[src/hw/rtl/lbh_pkg.sv]
// Shared types and constants for the letter bigram histogram.
package lbh_pkg;

  // Table geometry: 27 letter indexes per side, one cell per pair.
  localparam int unsigned ALPHA     = 27;
  localparam int unsigned CELLS     = ALPHA * ALPHA;
  localparam int unsigned INDEX_W   = 5;
  localparam int unsigned ADDR_W    = $clog2(CELLS);
  localparam int unsigned AMOUNT_W  = 32;
  localparam int unsigned RESULT_W  = 32;

  // Character ranges that map onto letter indexes 1..26.
  localparam logic [7:0] CHAR_UPPER_FIRST = 8'd65;
  localparam logic [7:0] CHAR_UPPER_LAST  = 8'd90;
  localparam logic [7:0] CHAR_LOWER_FIRST = 8'd97;
  localparam logic [7:0] CHAR_LOWER_LAST  = 8'd122;
  localparam logic [7:0] CHAR_UPPER_BIAS  = 8'd64;
  localparam logic [7:0] CHAR_LOWER_BIAS  = 8'd96;

  typedef enum logic [1:0] {
    OP_STREAM = 2'd0,
    OP_ADD    = 2'd1,
    OP_READ   = 2'd2
  } lbh_op_t;

  // One decoded operation on its way to the table.
  typedef struct packed {
    logic                valid;
    logic                is_read;
    logic                out_of_range;
    logic [ADDR_W-1:0]   addr;
    logic [AMOUNT_W-1:0] amount;
  } lbh_item_t;

endpackage

[src/hw/rtl/lbh_front.sv]
// Input decode: letter mapping, previous-character tracking and the input register.
module lbh_front import lbh_pkg::*; (
  input  logic                clk,
  input  logic                rst,
  input  logic                accept,
  input  logic                advance,
  input  logic [1:0]          op,
  input  logic [7:0]          letter_a,
  input  logic [7:0]          letter_b,
  input  logic                starts_string,
  input  logic [AMOUNT_W-1:0] amount,
  input  logic [INDEX_W-1:0]  read_row,
  input  logic [INDEX_W-1:0]  read_col,
  output lbh_item_t           item
);

  logic [INDEX_W-1:0] prev_index;
  logic               prev_valid;
  lbh_item_t          item_next;
  logic [INDEX_W-1:0] index_a;
  logic [INDEX_W-1:0] index_b;
  logic [INDEX_W-1:0] row;
  logic [INDEX_W-1:0] col;

  function automatic logic [INDEX_W-1:0] letter_index(input logic [7:0] c);
    logic [7:0] diff;
    diff = '0;
    if (c >= CHAR_UPPER_FIRST && c <= CHAR_UPPER_LAST) begin
      diff = c - CHAR_UPPER_BIAS;
    end else if (c >= CHAR_LOWER_FIRST && c <= CHAR_LOWER_LAST) begin
      diff = c - CHAR_LOWER_BIAS;
    end
    return diff[INDEX_W-1:0];
  endfunction

  assign index_a = letter_index(letter_a);
  assign index_b = letter_index(letter_b);

  always_comb begin
    item_next              = '0;
    row                    = '0;
    col                    = '0;
    item_next.amount       = amount;
    case (lbh_op_t'(op))
      OP_STREAM: begin
        // A pair is counted only when a previous character belongs to this string.
        row                = prev_index;
        col                = index_a;
        item_next.valid    = accept && !starts_string && prev_valid;
        item_next.amount   = AMOUNT_W'(1);
      end
      OP_ADD: begin
        row                = index_a;
        col                = index_b;
        item_next.valid    = accept;
      end
      OP_READ: begin
        item_next.valid    = accept;
        item_next.is_read  = 1'b1;
        item_next.out_of_range = (read_row >= INDEX_W'(ALPHA)) ||
                                 (read_col >= INDEX_W'(ALPHA));
        if (!item_next.out_of_range) begin
          row              = read_row;
          col              = read_col;
        end
      end
      default: begin
        item_next.valid    = 1'b0;
      end
    endcase
    item_next.addr = ADDR_W'(row) * ADDR_W'(ALPHA) + ADDR_W'(col);
  end

  always_ff @(posedge clk) begin
    if (rst) begin
      item.valid <= 1'b0;
      prev_index <= '0;
      prev_valid <= 1'b0;
    end else begin
      if (advance) begin
        item <= item_next;
      end
      if (accept && lbh_op_t'(op) == OP_STREAM) begin
        prev_index <= index_a;
        prev_valid <= 1'b1;
      end
    end
  end

endmodule

[config.mk]
export PLATFORM = sky130hd
export DESIGN_NAME = lbh_front
export DESIGN_NICKNAME = d
export VERILOG_FILES = /design/src/hw/rtl/lbh_pkg.sv /design/src/hw/rtl/lbh_front.sv
export SDC_FILE = /design/constraint.sdc
export NUM_CORES = 1
export LEC_CHECK = 0
export ABC_AREA = 1
export BUFFER_PORTS_ARGS = -buffer_cell sky130_fd_sc_hd__buf_2
export CAP_MARGIN = 20
export CORE_UTILIZATION = 50
export CTS_CLUSTER_SIZE = 24
export DETAILED_ROUTE_END_ITERATION = 8
export PLACE_DENSITY = 0.79
export SKIP_CTS_REPAIR_TIMING = 1
export SLEW_MARGIN = 30
export SYNTH_ARGS = -nofsm -noshare
export SYNTH_HDL_FRONTEND = slang
export SYNTH_SLANG_ARGS = --single-unit
export TNS_END_PERCENT = 50
[constraint.sdc]
create_clock -name clk -period 5.4 [get_ports clk]
set_clock_uncertainty 0.05 [all_clocks]
set_input_delay 1.08 -clock clk [delete_from_list [all_inputs] [get_ports clk]]
set_output_delay 1.08 -clock clk [all_outputs]
set_load 0.01 [all_outputs]
# Word-level counts from Yosys, hierarchy flattened
# Index checks and enable logic that the tools add are counted.
# totals
reg_bits,51
inputBits,65
output_inout_bits,45
word_cells,48
# classes
n_bitwise,1
n_eq_ne,2
muxes,10
reduce_logical,12
add_sub_neg,5
magnitude_cmp,10
multipliers,1
# ops
op,count
"8-bit by 7-bit greater-or-equal comparator with 1-bit output, second input constant",4
"8-bit by 7-bit <= comparator with 1-bit output, second input constant",4
5-bit 2-to-1 mux,6
5-bit one-hot mux with 3 select lines,2
"5-bit by 1-bit subtractor with 5-bit output, second input constant",4
10-bit by 5-bit adder with 10-bit output,1
"5-bit greater-or-equal comparator, second input constant",2
"5-bit by 5-bit multiplier with 10-bit output, second input constant",1
1-bit logical AND,7
"2-bit by 1-bit equality test with 1-bit output, second input constant",1
"2-bit equality test, second input constant",1
2-bit logical NOT,1
2-bit 2-to-1 mux,1
1-bit one-hot mux with 2 select lines,1
2-bit AND reduction,1
2-bit OR reduction,1
1-bit logical NOT,1
1-bit logical OR,1
1-bit NOT,1

# Logic depth before layout (Yosys ltp)
# Gate-level depths: netlist (run 1).
# depth
word_depth,7
ltp_mapped,21
ltp_nobuf,21

# Least setup slack after synthesis (run 1)
# OpenSTA, ideal clock, no wires.
# synth_path
kind,input to register
start,in op[0]
end,reg item[40] in the netlist's numbering (data pin)
arrival_time_ps,4058
path_buffers,1
setup_time_ps,259
required_time_ps,5091
path_slack_ps,1034
cell_stages,17
path_cell_list,inv_1 > ha_1 > buf_2 > nand2_1 > inv_1 > nor2_1 > a21oi_1 > ha_1 > inv_1 > fa_1 > inv_1 > fa_1 > ha_1 > a21o_1 > nand2_1 > nand3_1 > xor2_1
# synth_lines
element,line,rtl
start: declaration,lbh_front.sv:7,"input logic [1:0] op,"
end signal: assignment,lbh_front.sv:81,item <= item_next;
end: declaration,lbh_front.sv:14,output lbh_item_t item

==> results of run 1 <==
[flip-flops by register name (all words and copies together), names as in the netlist]
name and flops:
item 45, prev_index 5, prev_valid 1
[through the flow]
step           total power [mW]  setup slack (ns)
6_report                  0.845             0.907
5_1_grt                   0.897             0.582
3_3_place_gp              0.650             0.649
4_1_cts                   0.851             0.887
2_1_floorplan             0.586              1.03
3_5_place_dp              0.661             0.579
[area by class of cell]
| class | instances | area, µm² | area share, % |
|---|---|---|---|
| Tap cell | 75 | 93.8 | 2.42 |
| Multi-Input combinational cell | 206 | 1350 | 34.8 |
| Inverter | 85 | 319 | 8.24 |
| Clock buffer | 6 | 72.6 | 1.87 |
| Sequential cell | 51 | 1460 | 37.8 |
| Timing Repair Buffer | 110 | 578 | 14.9 |
[metal layers]
layer	up-vias	global-route usage, %	wire (µm)
li1	1326	-	-
met1	1134	23.2	2650
met2	91	38.6	3260
met3	4	2.92	386
met4	0	7.14	70
met5	-	0	0
[synthesized netlist by cell type]
cell type,count,area share [%]
a21boi_0,1,0.24
a21o_1,3,0.72
a21oi_1,14,2.2
a21oi_2,1,0.28
a31oi_1,2,0.40
buf_2,5,0.79
clkbuf_1,1,0.12
clkinv_1,1,0.12
dfxtp_1,7,4.5
edfxtp_1,44,42
fa_1,8,5.1
ha_1,26,10
inv_1,77,9.2
inv_2,7,0.83
nand2_1,46,5.5
nand2_2,3,0.60
nand2_4,1,0.36
nand3_1,9,1.4
nand3_2,3,0.95
nand3_4,1,0.56
nand3b_1,1,0.24
nand4_1,16,3.2
nor2_1,54,6.4
nor2_2,2,0.40
nor2_4,2,0.72
o21ai_0,5,0.79
o31ai_1,1,0.24
or2_2,1,0.20
xnor2_1,3,0.83
xor2_1,3,0.83
[logic make-up after synthesis]
kind of cell | count (synthesis) | share of synthesized area, %
AOI/OAI and AO/OA | 27 | 4.89
xor gates and xnor gates | 6 | 1.67
adders and majority gates | 34 | 15.4
buffers and inverters | 91 | 11.0
DFF | 51 | 46.4
and+or+nand+nor | 139 | 20.5
[worst max path at each step]
| stage | end | slack [ns] | depth (start not counted) |
|---|---|---|---|
| 2_1_floorplan | item[40]$_DFFE_PP_ | 1.03 | 17 |
| 3_3_place_gp | item[40]$_DFFE_PP_ | 0.65 | 17 |
| 3_5_place_dp | item[41]$_DFFE_PP_ | 0.58 | 19 |
| 4_1_cts | item[41]$_DFFE_PP_ | 0.89 | 19 |
| 5_1_grt | item[41]$_DFFE_PP_ | 0.58 | 19 |
| 6_report | item[41]$_DFFE_PP_ | 0.91 | 19 |
[power by group through the flow]
stage / Combinational [mW] / Sequential, mW / Clock [mW]
after floorplan: 0.0958 / 0.490 / 0
after global placement: 0.175 / 0.475 / 0
after detailed placement: 0.184 / 0.476 / 0
after CTS: 0.186 / 0.467 / 0.198
after global routing: 0.211 / 0.470 / 0.216
final: 0.183 / 0.467 / 0.195
[worst register-to-register path, stage by stage, from the launching register on]
cell and delay (ns):
dfxtp_1 0.34, nand2_1 0.06, inv_1 0.07, nor2_1 0.06, a21oi_2 0.28, fa_1 0.47, ha_1 0.29, inv_1 0.05
fa_1 0.52, inv_1 0.04, ha_1 0.35, a21oi_1 0.16, nand2_1 0.12, nand4_1 0.12, nand2_1 0.07, nand2_1 0.06
nand2_1 0.04
==> flow_metrics.tcl, run 1 <==
set metrics [dict create \
    outcome "completed" \
    holdPathStages 2 \
    r2r_cells 16 \
    grt_max_degree 34 \
    cts_tree "built" \
    dpl.cell_count 527 \
    htreeDepth 2 \
    gp_congestion 0.856 \
    overflow 0 \
    crit_path_max_incr_delay_ns 0.52 \
    power.internal_mw 0.621 \
    clock_latency_ns 0.29 \
    power_per_cell_area_nw_per_um2 218 \
    drtIter0Drc 81 \
    mostFrequentLayoutCells "107 x buf_2, 77 x inv_1, 53 x nor2_1, 46 x nand2_1, 44 x edfxtp_1" \
    final_util_pct 64.6 \
    hold_path_end "prev_valid$_SDFFE_PP0P_" \
    min_from "prev_valid$_SDFFE_PP0P_" \
    hold_path_class "flop to flop" \
    vias_per_cell 4.79 \
    crit_type "input port to flop" \
    routed_wl_mm 6.37 \
    fillCellCount 513 \
    power_switching_mw 0.224 \
    cp_top_family "adder cells" \
    max_slew.worst_pin.slew_ns 0.607 \
    synth_seq_cells 51 \
    dpl_cell_area_um2 3800 \
    critPathMostFrequentCell "nand2_1" \
    holdWs_ns 0.428 \
    die-area_um2 6620 \
    nets 558 \
    fp-row-count 28 \
    finalCritPeriodShare_pct 83.2 \
    r2r_setup_slack_ns 2.02 \
    path_clk_slew_ns 0.09 \
    n_antenna_cell 0 \
    arrival_ns 4.49 \
    netlist_area_um2 3150 \
    worstReg2RegEnd "item[41]$_DFFE_PP_" \
    critical-path-slowest-cell "fa_1" \
    period_minus_slack_ns 4.49 \
    final_cells 533 \
    fmax_mhz 223 \
    final_layout_size_suffix_gt1_share_pct 29.9 \
    vdd_ir_drop_max_mv 0.135 \
    reg2reg_from "prev_index[3]$_SDFFE_PP0P_" \
    relSlewSlack_pct 59.5 \
    grt.total_usage_pct 20.5 \
    cts_buffer_depth 2 \
    required_ns 5.40 \
    leakage_nw 2.12 \
    die_h_um 81.3 \
    dr.pass1.iters 4 \
    initial_utilization_pct 52.5 \
    clkPwrFrac_pct 23.1 \
    crit_start "op[0]" \
    place_hpwl_mm 5.11 \
    antenna_found_initial 0 \
    setup_viol 0 \
    syn_nets 447 \
    drv_slew 0 \
    ys_seq_area_share_pct 46.4 \
    cp_cell_sequence "buf_2 > inv_1 > ha_1 > nand3_2 > nor2_1 > nor2_1 > a21oi_2 > fa_1 > ha_1 > inv_1 > fa_1 > inv_1 > ha_1 > a21oi_1 > nand2_1 > nand4_1 > nand2_1 > nand2_1 > nand2_1" \
    power_frac_comb_pct 21.7 \
    synth_cells 348 \
    fp.coreArea_um2 5990 \
    power.share.switching_pct 26.5 \
    worst-path-buf-inv 4 \
    die_w_um 81.3 \
    postSynthAreaPerCell_um2 9.05 \
    cp_max_fo 7 \
    ys_types 30 \
    design_area_um2 3870 \
    port_buffers 107 \
    clkSinkCount 51 \
    grt_pass1_wl_mm 10.4 \
    cts_root_buf "clkbuf_8" \
    hold_violations 0 \
    areaGrowthSynthToFinish_pct 23.0 \
    yosys_warnings 0 \
    grt_pass1_vias 2428 \
    numCtsBuffers 5 \
    rsz0062_at_grt "no" \
    worstSetupStartpointType "input port" \
    wl_per_cell_um 11.9 \
    max-cap-violations 0 \
    fin_tns_setup_ns 0 \
    p_seq_share_pct 55.2 \
    drc 0 \
    end_kind "flop" \
    final_common_cell "buf_2" \
    ant_nets 0 \
    ios 110 \
    routed-via-count 2555 \
]
Note: power is estimated with default switching activity, not from simulation.
==> inputs of run 2 (changes only) <==
ABC_AREA = 0   (was 1)
CORE_UTILIZATION = 44   (was 50)
PLACE_DENSITY = 0.75   (was 0.79)
clock period = 4 ns   (was 5.4 ns; I/O delays follow)
==> run 2 against run 1 <==
Compared with the run above: the run now ends with negative setup slack left; worst setup slack got worse by 0.92 ns; first-iteration DRC count rose by 6.2%; total power rose by 44%; largest power group unchanged.
==> flow_metrics.tcl, run 2 <==
set metrics [dict create \
    grt.total_usage_pct 19.0 \
    crit_type "input port to flop" \
    final_common_cell "buf_2" \
    cp_max_fo 8 \
    synthTopCellsByArea "edfxtp_1 46%, ha_1 11%, nor2b_1 7.6%" \
    outcome "finished with violations" \
    end_kind "flop" \
    place_hpwl_mm 5.10 \
    overflow 0 \
    fp-row-count 29 \
    yosysMostFrequentCell "edfxtp_1" \
    mostFrequentLayoutCells "105 x buf_2, 44 x edfxtp_1, 37 x buf_4, 31 x nor2b_1, 20 x ha_1" \
    vdd_ir_drop_max_mv 0.169 \
    max-cap-violations 0 \
    setup_viol 1 \
    yosysTopAreaCellShare_pct 46.1 \
    gp_congestion 0.879 \
    max_slew.worst_pin.slew_ns 0.486 \
    n_antenna_cell 0 \
    worst_slack_ns -0.0125 \
    period_minus_slack_ns 4.01 \
    clkSinkCount 51 \
    yosys.area.top_type "edfxtp_1" \
    numCtsBuffers 5 \
    drc 0 \
    synth_ff_type "edfxtp_1" \
    holdWs_ns 0.431 \
    path_clk_slew_ns 0.10 \
    cts_root_buf "clkbuf_8" \
    fmax_mhz 249 \
    areaGrowthSynthToFinish_pct 45.2 \
    arrival_ns 4.01 \
    die_w_um 82.8 \
    grt_pass1_wl_mm 9.57 \
    fp.coreArea_um2 6310 \
    power_mw 1.22 \
    die-area_um2 6850 \
    syn_nets 333 \
    worstSetupStartpointType "input port" \
    synth_seq_cells 51 \
    ys_types 43 \
    drv_slew 0 \
    regMostFlops "item" \
    violations "negative setup slack" \
    drtIter0Drc 86 \
    hold_path_class "flop to flop" \
    yosys_warnings 0 \
    ant_nets 0 \
    synth-edff-count 44 \
    relSlewSlack_pct 67.6 \
    clock_latency_ns 0.31 \
    netlist_area_um2 2870 \
    largest_registers "item x45, prev_index x5, prev_valid x1" \
    power_switching_mw 0.330 \
    synthTopCellsByCount "44 x edfxtp_1, 35 x nor2b_1, 26 x ha_1, 21 x inv_1, 11 x nor2_1" \
    initial_utilization_pct 45.4 \
    antenna_found_initial 0 \
    ys_seq_area_share_pct 50.9 \
    postSynthAreaPerCell_um2 12.3 \
    clkPwrFrac_pct 25.0 \
    grt_pass1_vias 2168 \
    routed-via-count 2340 \
    r2r_setup_slack_ns 0.63 \
    async_reset_ff_share_pct 0 \
    grt_max_degree 35 \
    p_seq_share_pct 51.4 \
    power.share.switching_pct 27.1 \
    required_ns 4.00 \
    htreeDepth 2 \
    vias_per_cell 5.06 \
    cts_tree "built" \
    rsz0062_at_grt "yes" \
    routed_wl_mm 6.61 \
    power_frac_comb_pct 23.6 \
    final_layout_size_suffix_gt1_share_pct 48.3 \
    ios 110 \
    port_buffers 107 \
    cts_buffer_depth 2 \
    power.internal_mw 0.887 \
    power_per_cell_area_nw_per_um2 292 \
    finalCritPeriodShare_pct 100 \
    wl_per_cell_um 14.3 \
    hold_violations 0 \
    dr.pass1.iters 4 \
    largest_register_ffs 45 \
    die_h_um 82.8 \
    synth_cells 234 \
    nets 483 \
    leakage_nw 1.87 \
]
-- run 2: cell types whose count changed after synthesis, moves of 15 or more --
| cell | before | now |
|---|---|---|
| nand2_1 | 46 | 7 |
| nor2b_1 | 0 | 35 |
| nor2_1 | 54 | 11 |
| nand4_1 | 16 | 1 |
| inv_1 | 77 | 21 |
-- run 2: layout make-up --
class | instances | area (µm²)
Multi-Input combinational cell | 157 | 1510
Tap cell | 77 | 96.3
Fill cell | 502 | 2150
Clock inverter | 2 | 13.8
Timing Repair Buffer | 148 | 926
Clock buffer | 6 | 72.6
Sequential cell | 51 | 1460
Inverter | 21 | 86.3
-- run 2: power by group through the flow --
stage | combinational, mW | sequential [mW] | clock, mW
2_1_floorplan | 0.123 | 0.658 | 0
3_3_place_gp | 0.259 | 0.637 | 0
3_5_place_dp | 0.274 | 0.638 | 0
4_1_cts | 0.277 | 0.626 | 0.309
5_1_grt | 0.318 | 0.630 | 0.325
6_report | 0.288 | 0.625 | 0.304
-- run 2: critical path, cell delays in order --
cell and delay (ns):
buf_2 0.13, a21oi_4 0.08, o221ai_4 0.25, nor2_4 0.09
a221o_1 0.40, fa_1 0.50, ha_1 0.29, ha_1 0.32
inv_1 0.07, fa_1 0.51, nor2b_4 0.13, o21a_1 0.17
o21a_1 0.18, o211ai_1 0.09
-- run 2: worst paths after layout --
check | cells after the start | endpoint | startpoint
worst max-delay path | 14 | item[40]$_DFFE_PP_ | read_row[0]
worst min-delay path | 2 | item[44]$_SDFFE_PP0P_ | item[44]$_SDFFE_PP0P_
worst max register to register | 11 | item[40]$_DFFE_PP_ | prev_index[3]$_SDFFE_PP0P_
worst min register to register | 2 | item[44]$_SDFFE_PP0P_ | item[44]$_SDFFE_PP0P_
-- run 2: logic make-up (layout without fill, tap and decap cells) --
| kind of cell | count (synthesis) | after routing | share of synthesized area, % |
|---|---|---|---|
| flops | 51 | 51 | 50.9 |
| xor+xnor | 5 | 5 | 1.53 |
| simple gates | 78 | 78 | 16.0 |
| fa+ha+maj | 34 | 34 | 16.9 |
| compound gates | 40 | 40 | 11.1 |
| buf+inv | 26 | 177 | 3.45 |
-- run 2: stage by stage --
stage / instances / setup WS (ns) / instance area, µm² / util [%] / TNS, ns
CTS: 460 / -0.0681 / 4070 / 64.5 / -0.132
detailed placement: 452 / -0.399 / 3990 / 63.1 / -1.61
global route: 462 / -0.128 / 4170 / 66.0 / -0.402
finish: 462 / -0.0125 / 4170 / 66.0 / -0.0125
floorplan: 234 / -0.0401 / 3040 / - / -0.0742
global placement: 450 / -0.321 / 3940 / 62.4 / -1.23
-- run 2: per-layer routing --
metal | global-route usage [%] | wire length (µm)
met1 | 22.1 | 2660
met3 | 3.96 | 395
met4 | 6.38 | 83
met5 | 0 | 0
met2 | 34.5 | 3470
==> inputs of run 3 (changes only) <==
CORE_MARGIN = 5   (was default)
==> run 3 against run 2 <==
Compared with the run above: the run now ends clean; register-to-register slack better by 0.06 ns; non-clock buffer count stayed put; wire length is 1.0% higher; worst setup slack better by 0.016 ns; clock-buffer cell count is 1 lower; total power is 4.2% higher.
==> flow_metrics.tcl, run 3 (synthesized netlist as in run 2, its figures left out) <==
set metrics [dict create \
    numCtsBuffers 5 \
    finalCritPeriodShare_pct 99.9 \
    vdd_ir_drop_max_mv 0.221 \
    fin_tns_setup_ns 0 \
    cts_buffer_depth 2 \
    power_per_cell_area_nw_per_um2 302 \
    critical-path-slowest-cell "fa_1" \
    cts_tree "built" \
    r2r_setup_slack_ns 0.69 \
    grt_pass1_wl_mm 10.4 \
    end_kind "flop" \
    required_ns 3.99 \
    worst_slack_ns 0.00346 \
    r2r_cells 12 \
    register_area_um2 1460 \
    power_mw 1.27 \
    outcome "completed" \
    routed-via-count 2281 \
    cp_max_fo 4 \
    final_layout_size_suffix_gt1_share_pct 49.6 \
    mostFrequentLayoutCells "103 x buf_2, 44 x edfxtp_1, 40 x buf_4, 31 x nor2b_1, 18 x ha_1" \
    n_antenna_cell 0 \
    drtIter0Drc 65 \
    worstSetupStartpointType "input port" \
    cts_root_buf "clkbuf_8" \
    ant_nets 0 \
    setup_viol 0 \
    grt.total_usage_pct 15.4 \
    crit_path_max_incr_delay_ns 0.52 \
    arrival_ns 3.99 \
    grt_max_degree 35 \
    hold_path_end "item[44]$_SDFFE_PP0P_" \
    holdWs_ns 0.440 \
    path_depth 16 \
    die_h_um 90.8 \
    fp-row-count 29 \
    path_clk_slew_ns 0.09 \
    rsz0062_at_grt "yes" \
    nets 483 \
    max_slew.worst_pin.slew_ns 0.649 \
    multiInputGateArea_um2 1530 \
    crit_type "input port to flop" \
    regMostFlops "item" \
    cp_cell_sequence "buf_12 > ha_4 > nand4bb_1 > a31oi_2 > and2_4 > a221o_1 > fa_1 > ha_1 > inv_2 > fa_1 > inv_2 > ha_4 > nor2b_4 > o21a_1 > o2111ai_1 > o211ai_1" \
    clkSinkCount 51 \
    grt_pass1_vias 2346 \
    overflow 0 \
    routed_wl_mm 6.68 \
    htreeDepth 2 \
    worstReg2RegEnd "item[40]$_DFFE_PP_" \
    clock_latency_ns 0.30 \
    leakage_nw 1.88 \
    reg2reg_from "prev_index[3]$_SDFFE_PP0P_" \
    worst-path-buf-inv 3 \
    die_w_um 90.8 \
    holdPathStages 2 \
    hold_path_class "flop to flop" \
    period_minus_slack_ns 4.00 \
    areaGrowthSynthToFinish_pct 46.5 \
    ios 110 \
    die-area_um2 8240 \
    gp_congestion 0.862 \
    cp_top_family "adder cells" \
    fillCellCount 481 \
    vias_per_cell 4.94 \
    largest_register_ffs 45 \
    antenna_found_initial 0 \
    fmax_mhz 250 \
    place_hpwl_mm 5.30 \
    min_from "item[44]$_SDFFE_PP0P_" \
    port_buffers 107 \
    preCtsSetupSlack_ns -0.390 \
    max-cap-violations 0 \
    largest_registers "item x45, prev_index x5, prev_valid x1" \
    drc 0 \
    relSlewSlack_pct 56.6 \
    final_common_cell "buf_2" \
    wl_per_cell_um 14.5 \
    fp.coreArea_um2 6350 \
    drv_slew 0 \
    dr.pass1.iters 4 \
    hold_violations 0 \
    initial_utilization_pct 45.2 \
]
[run 3: how the worst max path moves through the flow]
| stage | slack [ns] | start | to |
|---|---|---|---|
| 2_1_floorplan | -0.04 | read_row[1] | item[41]$_DFFE_PP_ |
| 3_3_place_gp | -0.32 | op[1] | item[41]$_DFFE_PP_ |
| 3_5_place_dp | -0.39 | op[1] | item[40]$_DFFE_PP_ |
| 4_1_cts | -0.08 | op[1] | item[40]$_DFFE_PP_ |
| 5_1_grt | -0.12 | op[1] | item[41]$_DFFE_PP_ |
| 6_report | 0.003 | op[0] | item[40]$_DFFE_PP_ |
[run 3: power breakdown]
| part | total [mW] | switching [mW] | internal, mW |
|---|---|---|---|
| Clock | 0.355 | 0.168 | 0.187 |
| Combinational | 0.288 | 0.141 | 0.147 |
| Sequential | 0.625 | 0.00703 | 0.618 |
| Total | 1.27 | 0.316 | 0.952 |
[run 3: cell type report]
| type | count | area share (%) |
|---|---|---|
| multi-input combinational | 157 | 36.3 |
| sequential | 51 | 34.8 |
| timing repair buffer | 148 | 22.0 |
| tap | 77 | 2.29 |
| inverter | 21 | 2.05 |
| clock buffer | 5 | 1.64 |
| clock inverter | 3 | 1.01 |
[run 3: worst reg2reg max path: cells and delay by family (launching register included)]
kind | cells | cell delay (ns)
adder cells (fa/ha/maj) | 4 | 1.51
flip-flops | 1 | 0.32
AO/OA/AOI/OAI | 4 | 0.82
AND/OR/NAND/NOR | 2 | 0.27
buffers and inverters | 2 | 0.09
[run 3: layer usage]
metal | part of all wire [%] | vias to the layer above | GRT usage, %
met5 | 0 | - | 0
met3 | 6.2 | 9 | 4.08
li1 | - | 1144 | -
met2 | 52 | 71 | 26.8
met1 | 40 | 1057 | 18.5
met4 | 1.4 | 0 | 4.47
[run 3: stage by stage]
step / util, % / instances / cell area (µm²)
after CTS: 64.3 / 459 / 4080
final: 66.2 / 462 / 4200
after global routing: 66.2 / 462 / 4200
after detailed placement: 62.5 / 451 / 3970
after floorplan: - / 234 / 3040
after global placement: 62.1 / 450 / 3940
