$ cat config.mk
export PLATFORM = sky130hd
export DESIGN_NAME = lbh_update
export DESIGN_NICKNAME = d
export VERILOG_FILES = /design/src/hw/rtl/lbh_pkg.sv /design/src/hw/rtl/lbh_update.sv
export SDC_FILE = /design/constraint.sdc
export NUM_CORES = 1
export LEC_CHECK = 0
export BUFFER_PORTS_ARGS = -buffer_cell sky130_fd_sc_hd__clkbuf_2
export CORE_UTILIZATION = 45
export CTS_CLUSTER_SIZE = 10
export DETAILED_ROUTE_END_ITERATION = 7
export PLACE_DENSITY = 0.8
export SLEW_MARGIN = 20
export SYNTH_ARGS = -nofsm -noshare
export SYNTH_HDL_FRONTEND = slang
export SYNTH_SLANG_ARGS = --single-unit
$ cat constraint.sdc
create_clock -name clk -period 12.35 [get_ports clk]
set_clock_uncertainty 0.2 [all_clocks]
set_input_delay 0.6175 -clock clk [delete_from_list [all_inputs] [get_ports clk]]
set_output_delay 0.6175 -clock clk [all_outputs]
set_load 0.03 [all_outputs]
$ cat src/hw/rtl/lbh_pkg.sv
// Shared types and constants for the letter bigram histogram.
package lbh_pkg;

  // Table geometry: 27 letter indexes per side, one cell per pair.
  localparam int unsigned ALPHA     = 27;
  localparam int unsigned CELLS     = ALPHA * ALPHA;
  localparam int unsigned INDEX_W   = 5;
  localparam int unsigned ADDR_W    = $clog2(CELLS);
  localparam int unsigned AMOUNT_W  = 32;
  localparam int unsigned RESULT_W  = 32;

  // Character ranges that map onto letter indexes 1..26.
  localparam logic [7:0] CHAR_UPPER_FIRST = 8'd65;
  localparam logic [7:0] CHAR_UPPER_LAST  = 8'd90;
  localparam logic [7:0] CHAR_LOWER_FIRST = 8'd97;
  localparam logic [7:0] CHAR_LOWER_LAST  = 8'd122;
  localparam logic [7:0] CHAR_UPPER_BIAS  = 8'd64;
  localparam logic [7:0] CHAR_LOWER_BIAS  = 8'd96;

  typedef enum logic [1:0] {
    OP_STREAM = 2'd0,
    OP_ADD    = 2'd1,
    OP_READ   = 2'd2
  } lbh_op_t;

  // One decoded operation on its way to the table.
  typedef struct packed {
    logic                valid;
    logic                is_read;
    logic                out_of_range;
    logic [ADDR_W-1:0]   addr;
    logic [AMOUNT_W-1:0] amount;
  } lbh_item_t;

endpackage

$ cat src/hw/rtl/lbh_update.sv
// Table update stage: saturating add, write-back forwarding, clear sweep and result register.
module lbh_update import lbh_pkg::*; #(
  parameter int unsigned COUNT_WIDTH = 32
) (
  input  logic                   clk,
  input  logic                   rst,
  input  lbh_item_t              item,
  input  logic [COUNT_WIDTH-1:0] ram_rdata,
  input  logic                   result_ready,
  output logic                   advance,
  output logic                   busy,
  output logic                   ram_we,
  output logic [ADDR_W-1:0]      ram_waddr,
  output logic [COUNT_WIDTH-1:0] ram_wdata,
  output logic                   result_valid,
  output logic [RESULT_W-1:0]    result_count
);

  localparam int unsigned SUM_W =
    ((COUNT_WIDTH > AMOUNT_W) ? COUNT_WIDTH : AMOUNT_W) + 1;

  lbh_item_t              stage;
  logic                   fwd_hit;
  logic [COUNT_WIDTH-1:0] fwd_data;
  logic                   clearing;
  logic [ADDR_W-1:0]      clr_addr;
  logic [COUNT_WIDTH-1:0] current;
  logic [SUM_W-1:0]       current_ext;
  logic [SUM_W-1:0]       sum;
  logic [COUNT_WIDTH-1:0] saturated;
  logic                   stage_writes;
  logic                   result_free;

  // A cell written on the previous edge is not yet in the RAM read data.
  assign current     = fwd_hit ? fwd_data : ram_rdata;
  assign current_ext = SUM_W'(current);
  assign sum         = current_ext + SUM_W'(stage.amount);
  assign saturated   = (|sum[SUM_W-1:COUNT_WIDTH]) ? {COUNT_WIDTH{1'b1}}
                                                   : sum[COUNT_WIDTH-1:0];

  assign result_free  = !result_valid || result_ready;
  assign advance      = !stage.valid || !stage.is_read || result_free;
  assign stage_writes = stage.valid && !stage.is_read;
  assign busy         = clearing;

  assign ram_we    = clearing || (advance && stage_writes);
  assign ram_waddr = clearing ? clr_addr : stage.addr;
  assign ram_wdata = clearing ? '0 : saturated;

  always_ff @(posedge clk) begin
    if (rst) begin
      stage.valid  <= 1'b0;
      fwd_hit      <= 1'b0;
      result_valid <= 1'b0;
      clearing     <= 1'b1;
      clr_addr     <= '0;
    end else begin
      if (clearing) begin
        clr_addr <= clr_addr + ADDR_W'(1);
        if (clr_addr == ADDR_W'(CELLS - 1)) begin
          clearing <= 1'b0;
        end
      end
      if (advance) begin
        stage    <= item;
        fwd_hit  <= item.valid && stage_writes && (item.addr == stage.addr);
        fwd_data <= saturated;
      end
      if (advance && stage.valid && stage.is_read) begin
        result_valid <= 1'b1;
        result_count <= stage.out_of_range ? '0 : current_ext[RESULT_W-1:0];
      end else if (result_ready) begin
        result_valid <= 1'b0;
      end
    end
  end

endmodule

After elaboration in Yosys (flattened, before gate mapping)
Index checks and enable logic that the tools add are counted.
{"block": "op_classes", "reduce_logical": 16, "mux": 8, "n_addsub": 2, "n_bitwise": 1, "eq_ne": 2}
{"operator": "$mux 32", "count": 3}
{"operator": "$add 32x32->33", "count": 1}
{"operator": "$add 10x1->10 const B", "count": 1}
{"operator": "$eq 10x10->1", "count": 1}
{"operator": "$eq 10x10->1 const B", "count": 1}
{"operator": "$mux 10", "count": 1}
{"operator": "$logic_and 1x1->1", "count": 6}
{"operator": "$logic_or 1x1->1", "count": 4}
{"operator": "$mux 1", "count": 4}
{"operator": "$reduce_and 2->1", "count": 2}
{"operator": "$logic_not 1->1", "count": 3}
{"operator": "$reduce_bool 2->1", "count": 1}
{"operator": "$not 1->1", "count": 1}
{"block": "word_totals", "ff_bits": 122, "inputBits": 80, "output_inout_bits": 78}

Depth between registers and ports, before layout
Gate-level depths: netlist of run 1.
{"block": "logic_depth", "word_depth": 6, "ltp_mapped": 15, "mapped_depth_nobuf": 11}

Least setup slack after synthesis of run 1
Ideal clock, no wire load.
{"block": "synth_timing", "kind": "input to register", "from": "input rst", "to": "register fwd_data[0] (enable)", "setup_ps": 510, "stages": 3, "slack_ps": 7463, "arrival_ps": 4177, "n_path_buf": 2, "required_ps": 11640, "path_cell_list": "clkbuf_1 -> clkbuf_1 -> nor2_1"}
{"block": "synth_between", "elab_chain_cells": 2}
{"element": "from (decl)", "line_no": "lbh_update.sv:6", "text": "input logic rst,"}
{"element": "$not 1->1 (no source line)"}
{"element": "$reduce_and 2->1 (no source line)"}
{"element": "to (signal assigned)", "line_no": "lbh_update.sv:67", "text": "fwd_data <= saturated;"}
{"element": "to (decl)", "line_no": "lbh_update.sv:24", "text": "logic [COUNT_WIDTH-1:0] fwd_data;"}
No other way between the ends.
A chain may end at the register's enable or synchronous reset.

Worst setup path after layout of run 1
{"block": "layout_timing", "from": "register fwd_hit", "to": "output ram_wdata[25]"}
{"block": "layout_between", "elab_chain_cells": 4}
{"element": "from (decl)", "line_no": "lbh_update.sv:23", "text": "logic fwd_hit;"}
{"element": "from (signal assigned)", "line_no": "lbh_update.sv:66", "text": "fwd_hit <= item.valid && stage_writes && (item.addr == stage.addr);"}
{"element": "$mux 32", "line_no": "lbh_update.sv:35", "text": "assign current = fwd_hit ? fwd_data : ram_rdata;"}
{"element": "named net current[1]", "line_no": "lbh_update.sv:27", "text": "logic [COUNT_WIDTH-1:0] current;"}
{"element": "$add 32x32->33", "line_no": "lbh_update.sv:37", "text": "assign sum = current_ext + SUM_W'(stage.amount);"}
{"element": "$mux 32", "line_no": "lbh_update.sv:38", "text": "assign saturated = (|sum[SUM_W-1:COUNT_WIDTH]) ? {COUNT_WIDTH{1'b1}}"}
{"element": "named net saturated[25]", "line_no": "lbh_update.sv:30", "text": "logic [COUNT_WIDTH-1:0] saturated;"}
{"element": "$mux 32", "line_no": "lbh_update.sv:48", "text": "assign ram_wdata = clearing ? '0 : saturated;"}
{"element": "to (decl)", "line_no": "lbh_update.sv:14", "text": "output logic [COUNT_WIDTH-1:0] ram_wdata,"}
The timed path passes the listed nets, and every way through them passes these cells.

==> results.md, run 1 <==
* Top-area cell type share of the netlist area at 48.07%
* Port-buffer cells at ~160
* Post-synth EDFFs at about 110
* Status: finished, final reports clean
* Synth Area per Inst at 11.63 um2
* Post-CTS resize count at 0
* Async S/R FF share, synth at 0%
* Congestion Overflow GR at 0
* Syn-to-layout area delta at 23.35%
* Worst reg2reg path depth at 11
* RSZ-0062 raised after global routing: no
* Reg area at roughly 0.0035 mm2
* Footprint of the multi-input gates at 0.003069 mm2
* CTS Hold Bufs at 0
* Unique masters post-synth at 56
* Min Clock Period, post-route at 5.549 ns
* Filler Cells Inserted at 1217
* Antenna diodes at 0
* Hpwl dp at ~11000 um
* Final Setup Violations at 0
* Num CTS Buffers at 17
* Fin Setup TNS at 0 ns
* Reg-to-reg critical path endpoint: fwd_data[20]$_DFFE_PP_
* Hold Crit Class: primary input to flip-flop
* Wire length per cell at 16.79 um
* Hold_ws at roughly 0.17 ns
* Cells after Synth at 580
* CP Launch Point: fwd_hit$_SDFFE_PP0N_
* Layout Utilization at between 50 and 60%
* Tcrit/Tclk final at between 40 and 50%
* Clock slew at reported path FFs at roughly 0.060 ns
* Fraction of layout instances using a drive strength above 1 at between 30% and 40%
* Final Hold Viols at 0
* First-pass GRT wire length at approximately 25000 um
* Maximum VDD drop at 0.00009334 V
* M1 WL at ~7000 um
* F_max at around 180 MHz
* Slew Viols, Final at 0
* Placer Congestion at ~0.88
* Worst-Margin Slew at ~0.72 ns
* Row count at 44
* Clock root buffer: clkbuf_16
* Max clock buf depth at 2
* Synth Net Count at 695
* Io pins at about 160
* Inst Count DP at ~900
* H-tree level count at 4
* FF-to-FF setup slack at between 7 and 8 ns
* Max transition margin at between 50% and 60%
* ANT nets after route at 0
* Core area at 0.01459 mm2
* Crit path DAT at around 4.7 ns
* P_leak at ~3.4 nW
* Top area cells in the synthesized netlist: edfxtp_1, mux2_2, ha_1
* Die width at 124.4 um
* Synth Cell Area at 0.006746 mm2
* Max cap viols at 0
* Met3 WL at a little under 1000 um
* Met2 WL post-DR at roughly 7400 um
* Largest net degree at the start of global routing at between 50 and 60
* CP Max Fanout at 33
* #FFs+latches synth at 122
* Skew-Pair Late Insertion Delay at around 0.42 ns
* Crit Path Category: flip-flop to output port
* Sequential share of the synthesized area at between 50% and 60%
* Top Layer Used: met4
* CTS tree: done
* R2R Path Start: fwd_hit$_SDFFE_PP0N_
* Routed WL at ~16000 um
* Synth warn at 0
* DIE AREA at approximately 0.015 mm2
* Die Ht at between 100 and 150 um
* CTS sink cnt at 122
* DR iter-0 viols at 384
* Startpoint class of the critical path: flip-flop
* DRC Markers at 0
* Number of global-route vias before repair at slightly below 5000
* Vias per cell at around 5.4
* Drt pass-1 iters at 5
* Ys flop type: edfxtp_1
* Cell taking the most area after synthesis: edfxtp_1
* CP endpoint: ram_wdata[25]
* Fin cells at roughly 940
* Initial antenna violation count at 0
* Via count at 5095
* Initial Utilization at approximately 46%
* Cell area power density at 141.5 mW/mm2
* Gr usage total at 20.75%
* Setup Fix Bufs, Post-CTS at 0
* Crit end category: output port
* Final Net Count at 853
* Worst Path Required at 11.53 ns
==> layer usage <==
layer,up-vias,global-route usage (%)
li1,2447,-
met1,2432,26.19
met2,188,33.28
met3,28,5.326
met4,0,9.639
met5,-,0
==> state kept, by name, summed over array words and instances, names as in the netlist <==
register / count
stage: 45
fwd_data: 32
busy: 1
fwd_hit: 1
clr_addr: 10
result_valid: 1
result_count: 32
==> where the power goes <==
group,internal (mW),total (mW),switching [mW]
logic,0.0715,0.180,0.109
clock network,0.317,0.508,0.191
registers,0.481,0.489,0.00848
total,0.870,1.18,0.308
==> logic make-up (layout without fill, tap and decap cells) <==
family / after synthesis / after routing / share of synthesized area [%]
adder cells (fa/ha/maj): 35 / 35 / 6.602
AND/OR/NAND/NOR: 173 / 173 / 13.39
XOR/XNOR: 46 / 46 / 5.972
buffers and inverters: 35 / 206 / 2.485
multiplexers: 45 / 45 / 7.455
flip-flops: 122 / 122 / 52.23
AO/OA/AOI/OAI: 124 / 124 / 11.87
==> area by class of cell <==
type	instances	share of cell area [%]
tap	184	2.767
clock buffer	18	5.157
inverter	11	0.4962
sequential	122	42.38
clock inverter	14	2.090
multi-input combinational	423	36.88
timing repair buffer	163	10.22
==> per-stage QoR <==
stage                     setup slack (ns)  area, um2  power, mW
after floorplan                      7.463       6746     0.6281
after global placement               7.317       7689     0.6719
after detailed placement             7.176       7689     0.6750
after CTS                            6.717       8292      1.183
after global routing                 6.470       8322      1.221
final                                6.801       8322      1.178
==> cell usage after synthesis, types with 3 or more instances <==
master and count:
o21bai_1 4, dfxtp_1 14, a21oi_1 55, nand3_1 9, clkbuf_1 13, inv_1 11, nor3_1 6, nand2_2 10
nand2b_1 4, mux2_2 42, ha_1 34, mux2i_1 3, edfxtp_1 108, a211oi_1 3, o211ai_1 3, nand2_1 44
xor2_1 21, nand4_1 13, buf_2 4, o21ai_1 5, o31ai_1 4, nor2_1 30, a31oi_1 5, and2_1 3
nor2b_1 44, o21ai_0 15, a21o_1 11, o21a_1 4, xnor2_1 25
==> worst min path at each step <==
stage / from / endpoint / slack (ns) / cells after the start
after detailed placement: result_valid$_SDFFE_PP0P_ / result_valid$_SDFFE_PP0P_ / 0.33 / 2
after global placement: clr_addr[5]$_SDFFE_PP0P_ / clr_addr[5]$_SDFFE_PP0P_ / 0.32 / 2
after floorplan: clr_addr[5]$_SDFFE_PP0P_ / clr_addr[5]$_SDFFE_PP0P_ / 0.28 / 2
final: item[28] / stage[28]$_DFFE_PP_ / 0.17 / 1
after global routing: item[43] / stage[43]$_DFFE_PP_ / 0.15 / 1
after CTS: item[28] / stage[28]$_DFFE_PP_ / 0.15 / 1
==> placed cells by master, fill, tap and decap left out, types with 7 or more instances in the layout <==
| cell type | count |
|---|---|
| xor2_1 | 21 |
| o21ai_0 | 15 |
| edfxtp_1 | 108 |
| nor2_1 | 29 |
| clkbuf_2 | 157 |
| dfxtp_1 | 13 |
| inv_1 | 11 |
| nand3_1 | 9 |
| nor2b_1 | 44 |
| nand2_1 | 44 |
| a21o_1 | 11 |
| xnor2_1 | 25 |
| clkinvlp_4 | 7 |
| mux2_2 | 42 |
| ha_1 | 34 |
| clkbuf_16 | 17 |
| nand2_2 | 10 |
| nand4_1 | 13 |
| a21oi_1 | 55 |
==> worst max-delay path: stages, from the launching register on <==
cell and delay [ns]:
dfxtp_1 0.33, buf_4 0.41, mux2_2 0.43, fa_1 0.46, a211oi_2 0.26, o21bai_2 0.13
o22ai_4 0.24, o211ai_1 0.17, a211oi_2 0.35, o311a_2 0.55, buf_4 0.45, nand2_1 0.12
nor2b_1 0.16, clkbuf_2 0.21
No activity file was read; power rests on OpenSTA's default activity.
==> run 2, diff against run 1 <==
clock period = 5.15 ns   (was 12.35 ns; I/O delays follow)
==> run 2 against run 1 <==
  * Die area did not move
  * Critical path type unchanged
  * Critical endpoint is now ram_wdata[28]
  * First-iteration DRC count fell by 26%
  * Via count rose by 2.3%
==> results.md, run 2 (synthesis results as in run 1) <==
* Startpoint class of the critical path: flip-flop
* Worst-Margin Slew at 0.9717 ns (+0.2506 ns)
* Final Hold Viols at 0 (unchanged)
* RSZ-0062 raised after global routing: no
* Largest register FFs at 45 (unchanged)
* Max transition margin at 35.07% (-16 points)
* Slowest stage cell, crit path: fa_1
* Final Instance Area at 0.008707 mm2 (+4.6%)
* Crit Path Category: flip-flop to output port
* Row count at 44 (unchanged)
* FF-to-FF setup slack at 1.15 ns (-6.76 ns)
* Hold_ws at 0.08773 ns (-0.07801 ns)
* Post-CTS resize count at 0 (unchanged)
* Fin cells at 981 (+4.9%)
* DRC Markers at 0 (unchanged)
* Worst Path Required at 4.69 ns (-6.84 ns)
* Congestion Overflow GR at 0 (unchanged)
* Slowest Stage Delay on Critical Path at 0.48 ns (-0.07 ns)
* Crit end category: output port
* Gr usage total at 22.16% (+1.4 points)
* Cell Chain, Critical Path: buf_4 > mux2_2 > fa_1 > a211oi_2 > o21bai_2 > o22ai_4 > o211ai_1 > a211oi_2 > o311a_2 > buf_12 > nand2_1 > nor2b_1 > clkbuf_2
* Fraction of layout instances using a drive strength above 1 at 31.62% (-2.7 points)
* Status: finished, final reports clean
* Syn-to-layout area delta at 29.06%
* HP Start: ram_rdata[20]
* CTS Hold Bufs at 46 (+46)
* ANT nets after route at 0 (unchanged)
* Antenna diodes at 0 (unchanged)
* Initial antenna violation count at 0 (unchanged)
* Hold EP: result_count[20]$_SDFFCE_PP0P_
* Largest reg by FF count: stage
* P_leak at 3.559 nW (+5.5%)
* CTS sink cnt at 122 (unchanged)
* Die width at 124.4 um (unchanged)
* Hold Crit Class: primary input to flip-flop
* Worst reg2reg path depth at 11 (unchanged)
* Most common cell after layout, fill and taps aside: clkbuf_2
* Slew Viols, Final at 0 (unchanged)
* Initial Utilization at 46.24% (unchanged)
* Most used cell, CP: a211oi_2
* Max cap viols at 0 (unchanged)
* Fin Setup TNS at 0 ns (unchanged)
* Port-buffer cells at 157 (unchanged)
* Inst Count DP at 903 (+0.11%)
* Filler Cells Inserted at 1175 (-3.5%)
* Wire length per cell at 16.96 um (+1.0%)
* Largest net degree at the start of global routing at 52 (unchanged)
* Skew-Pair Late Insertion Delay at 0.42 ns (about the same)
* Most frequent cells in the layout: clkbuf_2, edfxtp_1, a21oi_1
* Placer Congestion at 0.8713 (-0.72%)
* Critical path's top delay family: compound AO/OA/AOI/OAI gates
* Tcrit/Tclk final at around nine tenths
* Routed WL at 16640 um (+6.0%)
* Max clock buf depth at 2 (unchanged)
* Setup Fix Bufs, Post-CTS at 0 (unchanged)
* Reg-to-reg critical path endpoint: fwd_data[26]$_DFFE_PP_
* CP Max Fanout at 44 (+33%)
* Clock slew at reported path FFs at 0.05 ns (about the same)
* Worst Hold Depth at 3 (+2)
* Min Clock Period, post-route at ~4.7 ns
* Hpwl dp at 11290 um (+1.7%)
* CTS tree: done
* F_max at about 210 MHz
* Final Setup Violations at 0 (unchanged)
* Via count at 5213 (+2.3%)
* First-pass GRT wire length at 26690 um (+7.9%)
* Cell area power density at 312.5 mW/mm2 (+120%)
* Crit path DAT at 4.24 ns (-0.49 ns)
* Drt pass-1 iters at 5 (unchanged)
* DR iter-0 viols at 286 (-26%)
* Regs by FF count: stage (45), fwd_data (32), result_count (32)
* WP buf/inv at 3 (unchanged)
* Number of global-route vias before repair at 5401 (+8.6%)
* Core area at 0.01459 mm2 (unchanged)
* DIE AREA at 0.01549 mm2 (unchanged)
* R2R Path Start: fwd_hit$_SDFFE_PP0N_
* Post-DP Area at 0.007709 mm2 (+0.26%)
* Num CTS Buffers at 17 (unchanged)
* Maximum VDD drop at 0.0002182 V (+130%)
* Io pins at 158 (unchanged)
* H-tree level count at 4 (unchanged)
* Vias per cell at 5.314 (-2.5%)
* Clock root buffer: clkbuf_16
* Final Net Count at 899 (+5.4%)
* Die Ht at 124.4 um (unchanged)
## run 2: how the worst max path moves through the flow
stage | cells after the start | from | to
finish | 13 | fwd_hit$_SDFFE_PP0N_ | ram_wdata[28]
global route | 13 | fwd_hit$_SDFFE_PP0N_ | ram_wdata[28]
CTS | 13 | fwd_hit$_SDFFE_PP0N_ | ram_wdata[28]
detailed placement | 13 | fwd_hit$_SDFFE_PP0N_ | ram_wdata[28]
global placement | 12 | fwd_hit$_SDFFE_PP0N_ | ram_wdata[24]
floorplan | 3 | rst | fwd_data[0]$_DFFE_PP_
## run 2: routing by layer
| layer | global-route usage, % | up-vias | part of all wire (%) |
|---|---|---|---|
| li1 | - | 2545 | - |
| met1 | 27.19 | 2474 | 44 |
| met2 | 36.76 | 172 | 48 |
| met3 | 7.259 | 22 | 6.5 |
| met4 | 7.016 | 0 | 1.5 |
| met5 | 0 | - | 0 |
## run 2: cell type report
type / instances / area (um2) / share of cell area, %
Sequential cell: 122 / 3527 / 40.51
Multi-Input combinational cell: 423 / 3069 / 35.25
Timing Repair Buffer: 209 / 1304 / 14.97
Clock buffer: 28 / 516.7 / 5.935
Tap cell: 184 / 230.2 / 2.644
Inverter: 11 / 41.29 / 0.4742
Clock inverter: 4 / 18.77 / 0.2155
## run 2: metrics by stage
stage	power (mW)	util (%)	worst slack (ns)
final	2.721	59.68	0.4493
after global routing	2.830	59.68	0.2174
after CTS	2.730	59.67	0.4289
after detailed placement	1.621	52.84	0.9052
after global placement	1.612	52.84	0.9997
after floorplan	1.506	-	0.6226
## run 2: report_power, final
part           switching, mW  internal [mW]
Sequential            0.0205           1.15
Clock                  0.411          0.674
Combinational          0.265          0.195
Total                  0.697           2.02
## run 2: worst reg2reg max path, cell delays in order, from the launching register on
cell,delay [ns]
dfxtp_1,0.35
buf_4,0.25
mux2_2,0.40
fa_1,0.48
a211oi_2,0.27
o21bai_2,0.14
o22ai_4,0.25
o21ai_1,0.17
o31ai_1,0.70
o21bai_1,0.16
xnor2_1,0.31
nand2_1,0.09
==> run 3, diff against run 2 <==
REMOVE_ABC_BUFFERS = 1   (was unset)
==> run 3 against run 2 <==
  * Cell count rose by 0.20%
  * Fmax fell by 1.5%
  * Highest routed layer unchanged
  * Sequential share of layout area barely moved
  * Flip-flop and latch count did not move
  * Non-clock buffer count rose by 1
==> results.md, run 3 (synthesis results as in run 1) <==
* Status: finished, final reports clean
* Routed WL at 16800 um (+0.99%)
* Min Clock Period, post-route at 4.774 ns (+0.07303 ns)
* F_max at 209.5 MHz (-1.5%)
* Hpwl dp at 11600 um (+2.8%)
* Drt pass-1 iters at 5 (unchanged)
* Port-buffer cells at 157 (unchanged)
* DR iter-0 viols at 408 (+43%)
* Tcrit/Tclk final at 92.69% (+1.4 points)
* Initial Utilization at 46.24% (unchanged)
* Top Layer Used: met4
* CP Max Fanout at 39 (-11%)
* Die width at 124.4 um (unchanged)
* Setup slack after layout at 0.3762 ns (-0.07303 ns)
* Row count at 44 (unchanged)
* Most common cell after layout, fill and taps aside: clkbuf_2
* First-pass GRT wire length at 26800 um (+0.41%)
* Final Net Count at 900 (+0.11%)
* Startpoint class of the critical path: flip-flop
* Regs by FF count: stage (45), fwd_data (32), result_count (32)
* Crit path DAT at 4.32 ns (+0.08 ns)
* ANT nets after route at 0 (unchanged)
* Core area at 0.01459 mm2 (unchanged)
* Gr usage total at 22.34% (+0.19 points)
* CTS tree: done
* Met3 WL at 995 um (-8.2%)
* Most frequent cells in the layout: clkbuf_2, edfxtp_1, a21oi_1
* H-tree level count at 4 (unchanged)
* Congestion Overflow GR at 0 (unchanged)
* Skew-Pair Late Insertion Delay at 0.42 ns (about the same)
* Most used cell, CP: a211oi_2
* Via count at 5286 (+1.4%)
* Cell Chain, Critical Path: buf_4 > mux2_2 > fa_1 > a211oi_2 > o21bai_2 > o22ai_4 > o211ai_1 > a211oi_2 > o311a_2 > buf_12 > nand2b_1 > nor2b_1 > clkbuf_2
* Largest net degree at the start of global routing at 51 (-1.9%)
* DRC Markers at 0 (unchanged)
* Final Power at 2.702 mW (-0.69%)
* Num CTS Buffers at 17 (unchanged)
* Largest reg by FF count: stage
* Clock root buffer: clkbuf_16
* Slew Viols, Final at 0 (unchanged)
* Largest register FFs at 45 (unchanged)
* Met2 WL post-DR at 8038 um (-0.24%)
* Die Ht at 124.4 um (unchanged)
* HP Start: rst
* Final Setup Violations at 0 (unchanged)
* Syn-to-layout area delta at 28.99% (about the same)
* Vias per cell at 5.377 (+1.2%)
* Slowest stage cell, crit path: fa_1
* P_leak at 3.560 nW (about the same)
* Max cap viols at 0 (unchanged)
* Fin cells at 983 (+0.20%)
* Layout Utilization at 59.65% (about the same)
* M1 WL at 7272 um (+0.36%)
* FF-to-FF setup slack at 1.14 ns (about the same)
* CTS sink cnt at 122 (unchanged)
* Cell area power density at 310.5 mW/mm2 (-0.63%)
* Post-DP Area at 0.007717 mm2 (+0.11%)
* Worst-Margin Slew at 0.8088 ns (-0.1629 ns)
* Worst Path Required at 4.69 ns (about the same)
* Worst reg2reg path depth at 11 (unchanged)
* Crit end category: output port
* Final Instance Area at 0.008702 mm2 (about the same)
* RSZ-0062 raised after global routing: no
* Initial antenna violation count at 1 (+1)
* Reg-to-reg critical path endpoint: fwd_data[1]$_DFFE_PP_
* R2R Path Start: fwd_hit$_SDFFE_PP0N_
* Post-CTS resize count at 0 (unchanged)
* Inst Count DP at 904 (+0.11%)
* DIE AREA at 0.01549 mm2 (unchanged)
* Maximum VDD drop at 0.0002155 V (-1.2%)
* Hold Crit Class: primary input to flip-flop
* Number of global-route vias before repair at 5297 (-1.9%)
* Max transition margin at 45.95% (+11 points)
* Slowest Stage Delay on Critical Path at 0.48 ns (about the same)
* Hold EP: clr_addr[4]$_SDFFE_PP0P_
* Io pins at 158 (unchanged)
* Wire length per cell at 17.09 um (+0.79%)
* Worst Hold Depth at 2 (-1)
* Final Hold Viols at 0 (unchanged)
* Worst slack, placed at 0.8572 ns (-0.04802 ns)
* Clock slew at reported path FFs at 0.05 ns (about the same)
* Placer Congestion at 0.8854 (+1.6%)
* Max clock buf depth at 2 (unchanged)
* Crit Path Category: flip-flop to output port
* Fraction of layout instances using a drive strength above 1 at 31.95% (+0.34 points)
[run 3: cell types whose count changed in the layout (fill, tap and decap cells not counted)]
cell       before  now
clkbuf_8        5    0
dfxtp_1        13   12
dfxtp_2         0    2
clkbuf_1        6    5
clkinv_4        0    1
clkinv_2        3    7
diode_2         0    1
dfxtp_4         1    0
bufinv_16       0    1
buf_4           5    6
[run 3: power breakdown]
group          internal [mW]  switching, mW  leakage, nW
clock                  0.654          0.408        0.263
sequential              1.15         0.0211         1.13
combinational          0.195          0.269         2.17
[run 3: worst max-delay path by stage]
stage / from / to / cells after the start
after floorplan: fwd_hit$_SDFFE_PP0N_ / ram_wdata[20] / 10
after global placement: fwd_hit$_SDFFE_PP0N_ / ram_wdata[0] / 13
after detailed placement: fwd_hit$_SDFFE_PP0N_ / ram_wdata[16] / 13
after CTS: fwd_hit$_SDFFE_PP0N_ / ram_wdata[16] / 13
after global routing: fwd_hit$_SDFFE_PP0N_ / ram_wdata[1] / 13
final: fwd_hit$_SDFFE_PP0N_ / ram_wdata[1] / 13
[run 3: critical path: cells and delay by family, from the launching register on]
kind	cells	cell delay (ns)
buffers and inverters	3	0.76
adders and majority gates	1	0.48
muxes	1	0.41
and+or+nand+nor	2	0.25
AOI/OAI and AO/OA	6	1.62
DFF	1	0.33
[run 3: timing repair]
action	in CTS	in global routing
buffers inserted	0	0
hold buffers	46	0
endpoints found under the hold margin	47	0
[run 3: through the flow]
step,TNS [ns],hold slack [ns]
floorplan,-2.091,0.1266
global placement,0,0.2347
detailed placement,0,0.2361
CTS,0,0.06326
global route,0,0.08769
finish,0,0.07629
[run 3: final cells by class]
cell class              count  area (um2)
diodes                      1       2.502
clock buffers              22       444.2
clock inverters            10       77.57
fillers                  1216        5887
inverters                  11       41.29
multi-input cells         423        3069
flip-flops and latches    122        3526
well taps                 184       230.2
repair buffers            210        1311
[run 3: per-layer routing]
layer	up-vias	track usage, %
li1	2557	-
met1	2501	28.09
met2	190	36.72
met3	38	4.854
met4	0	10.21
met5	-	0
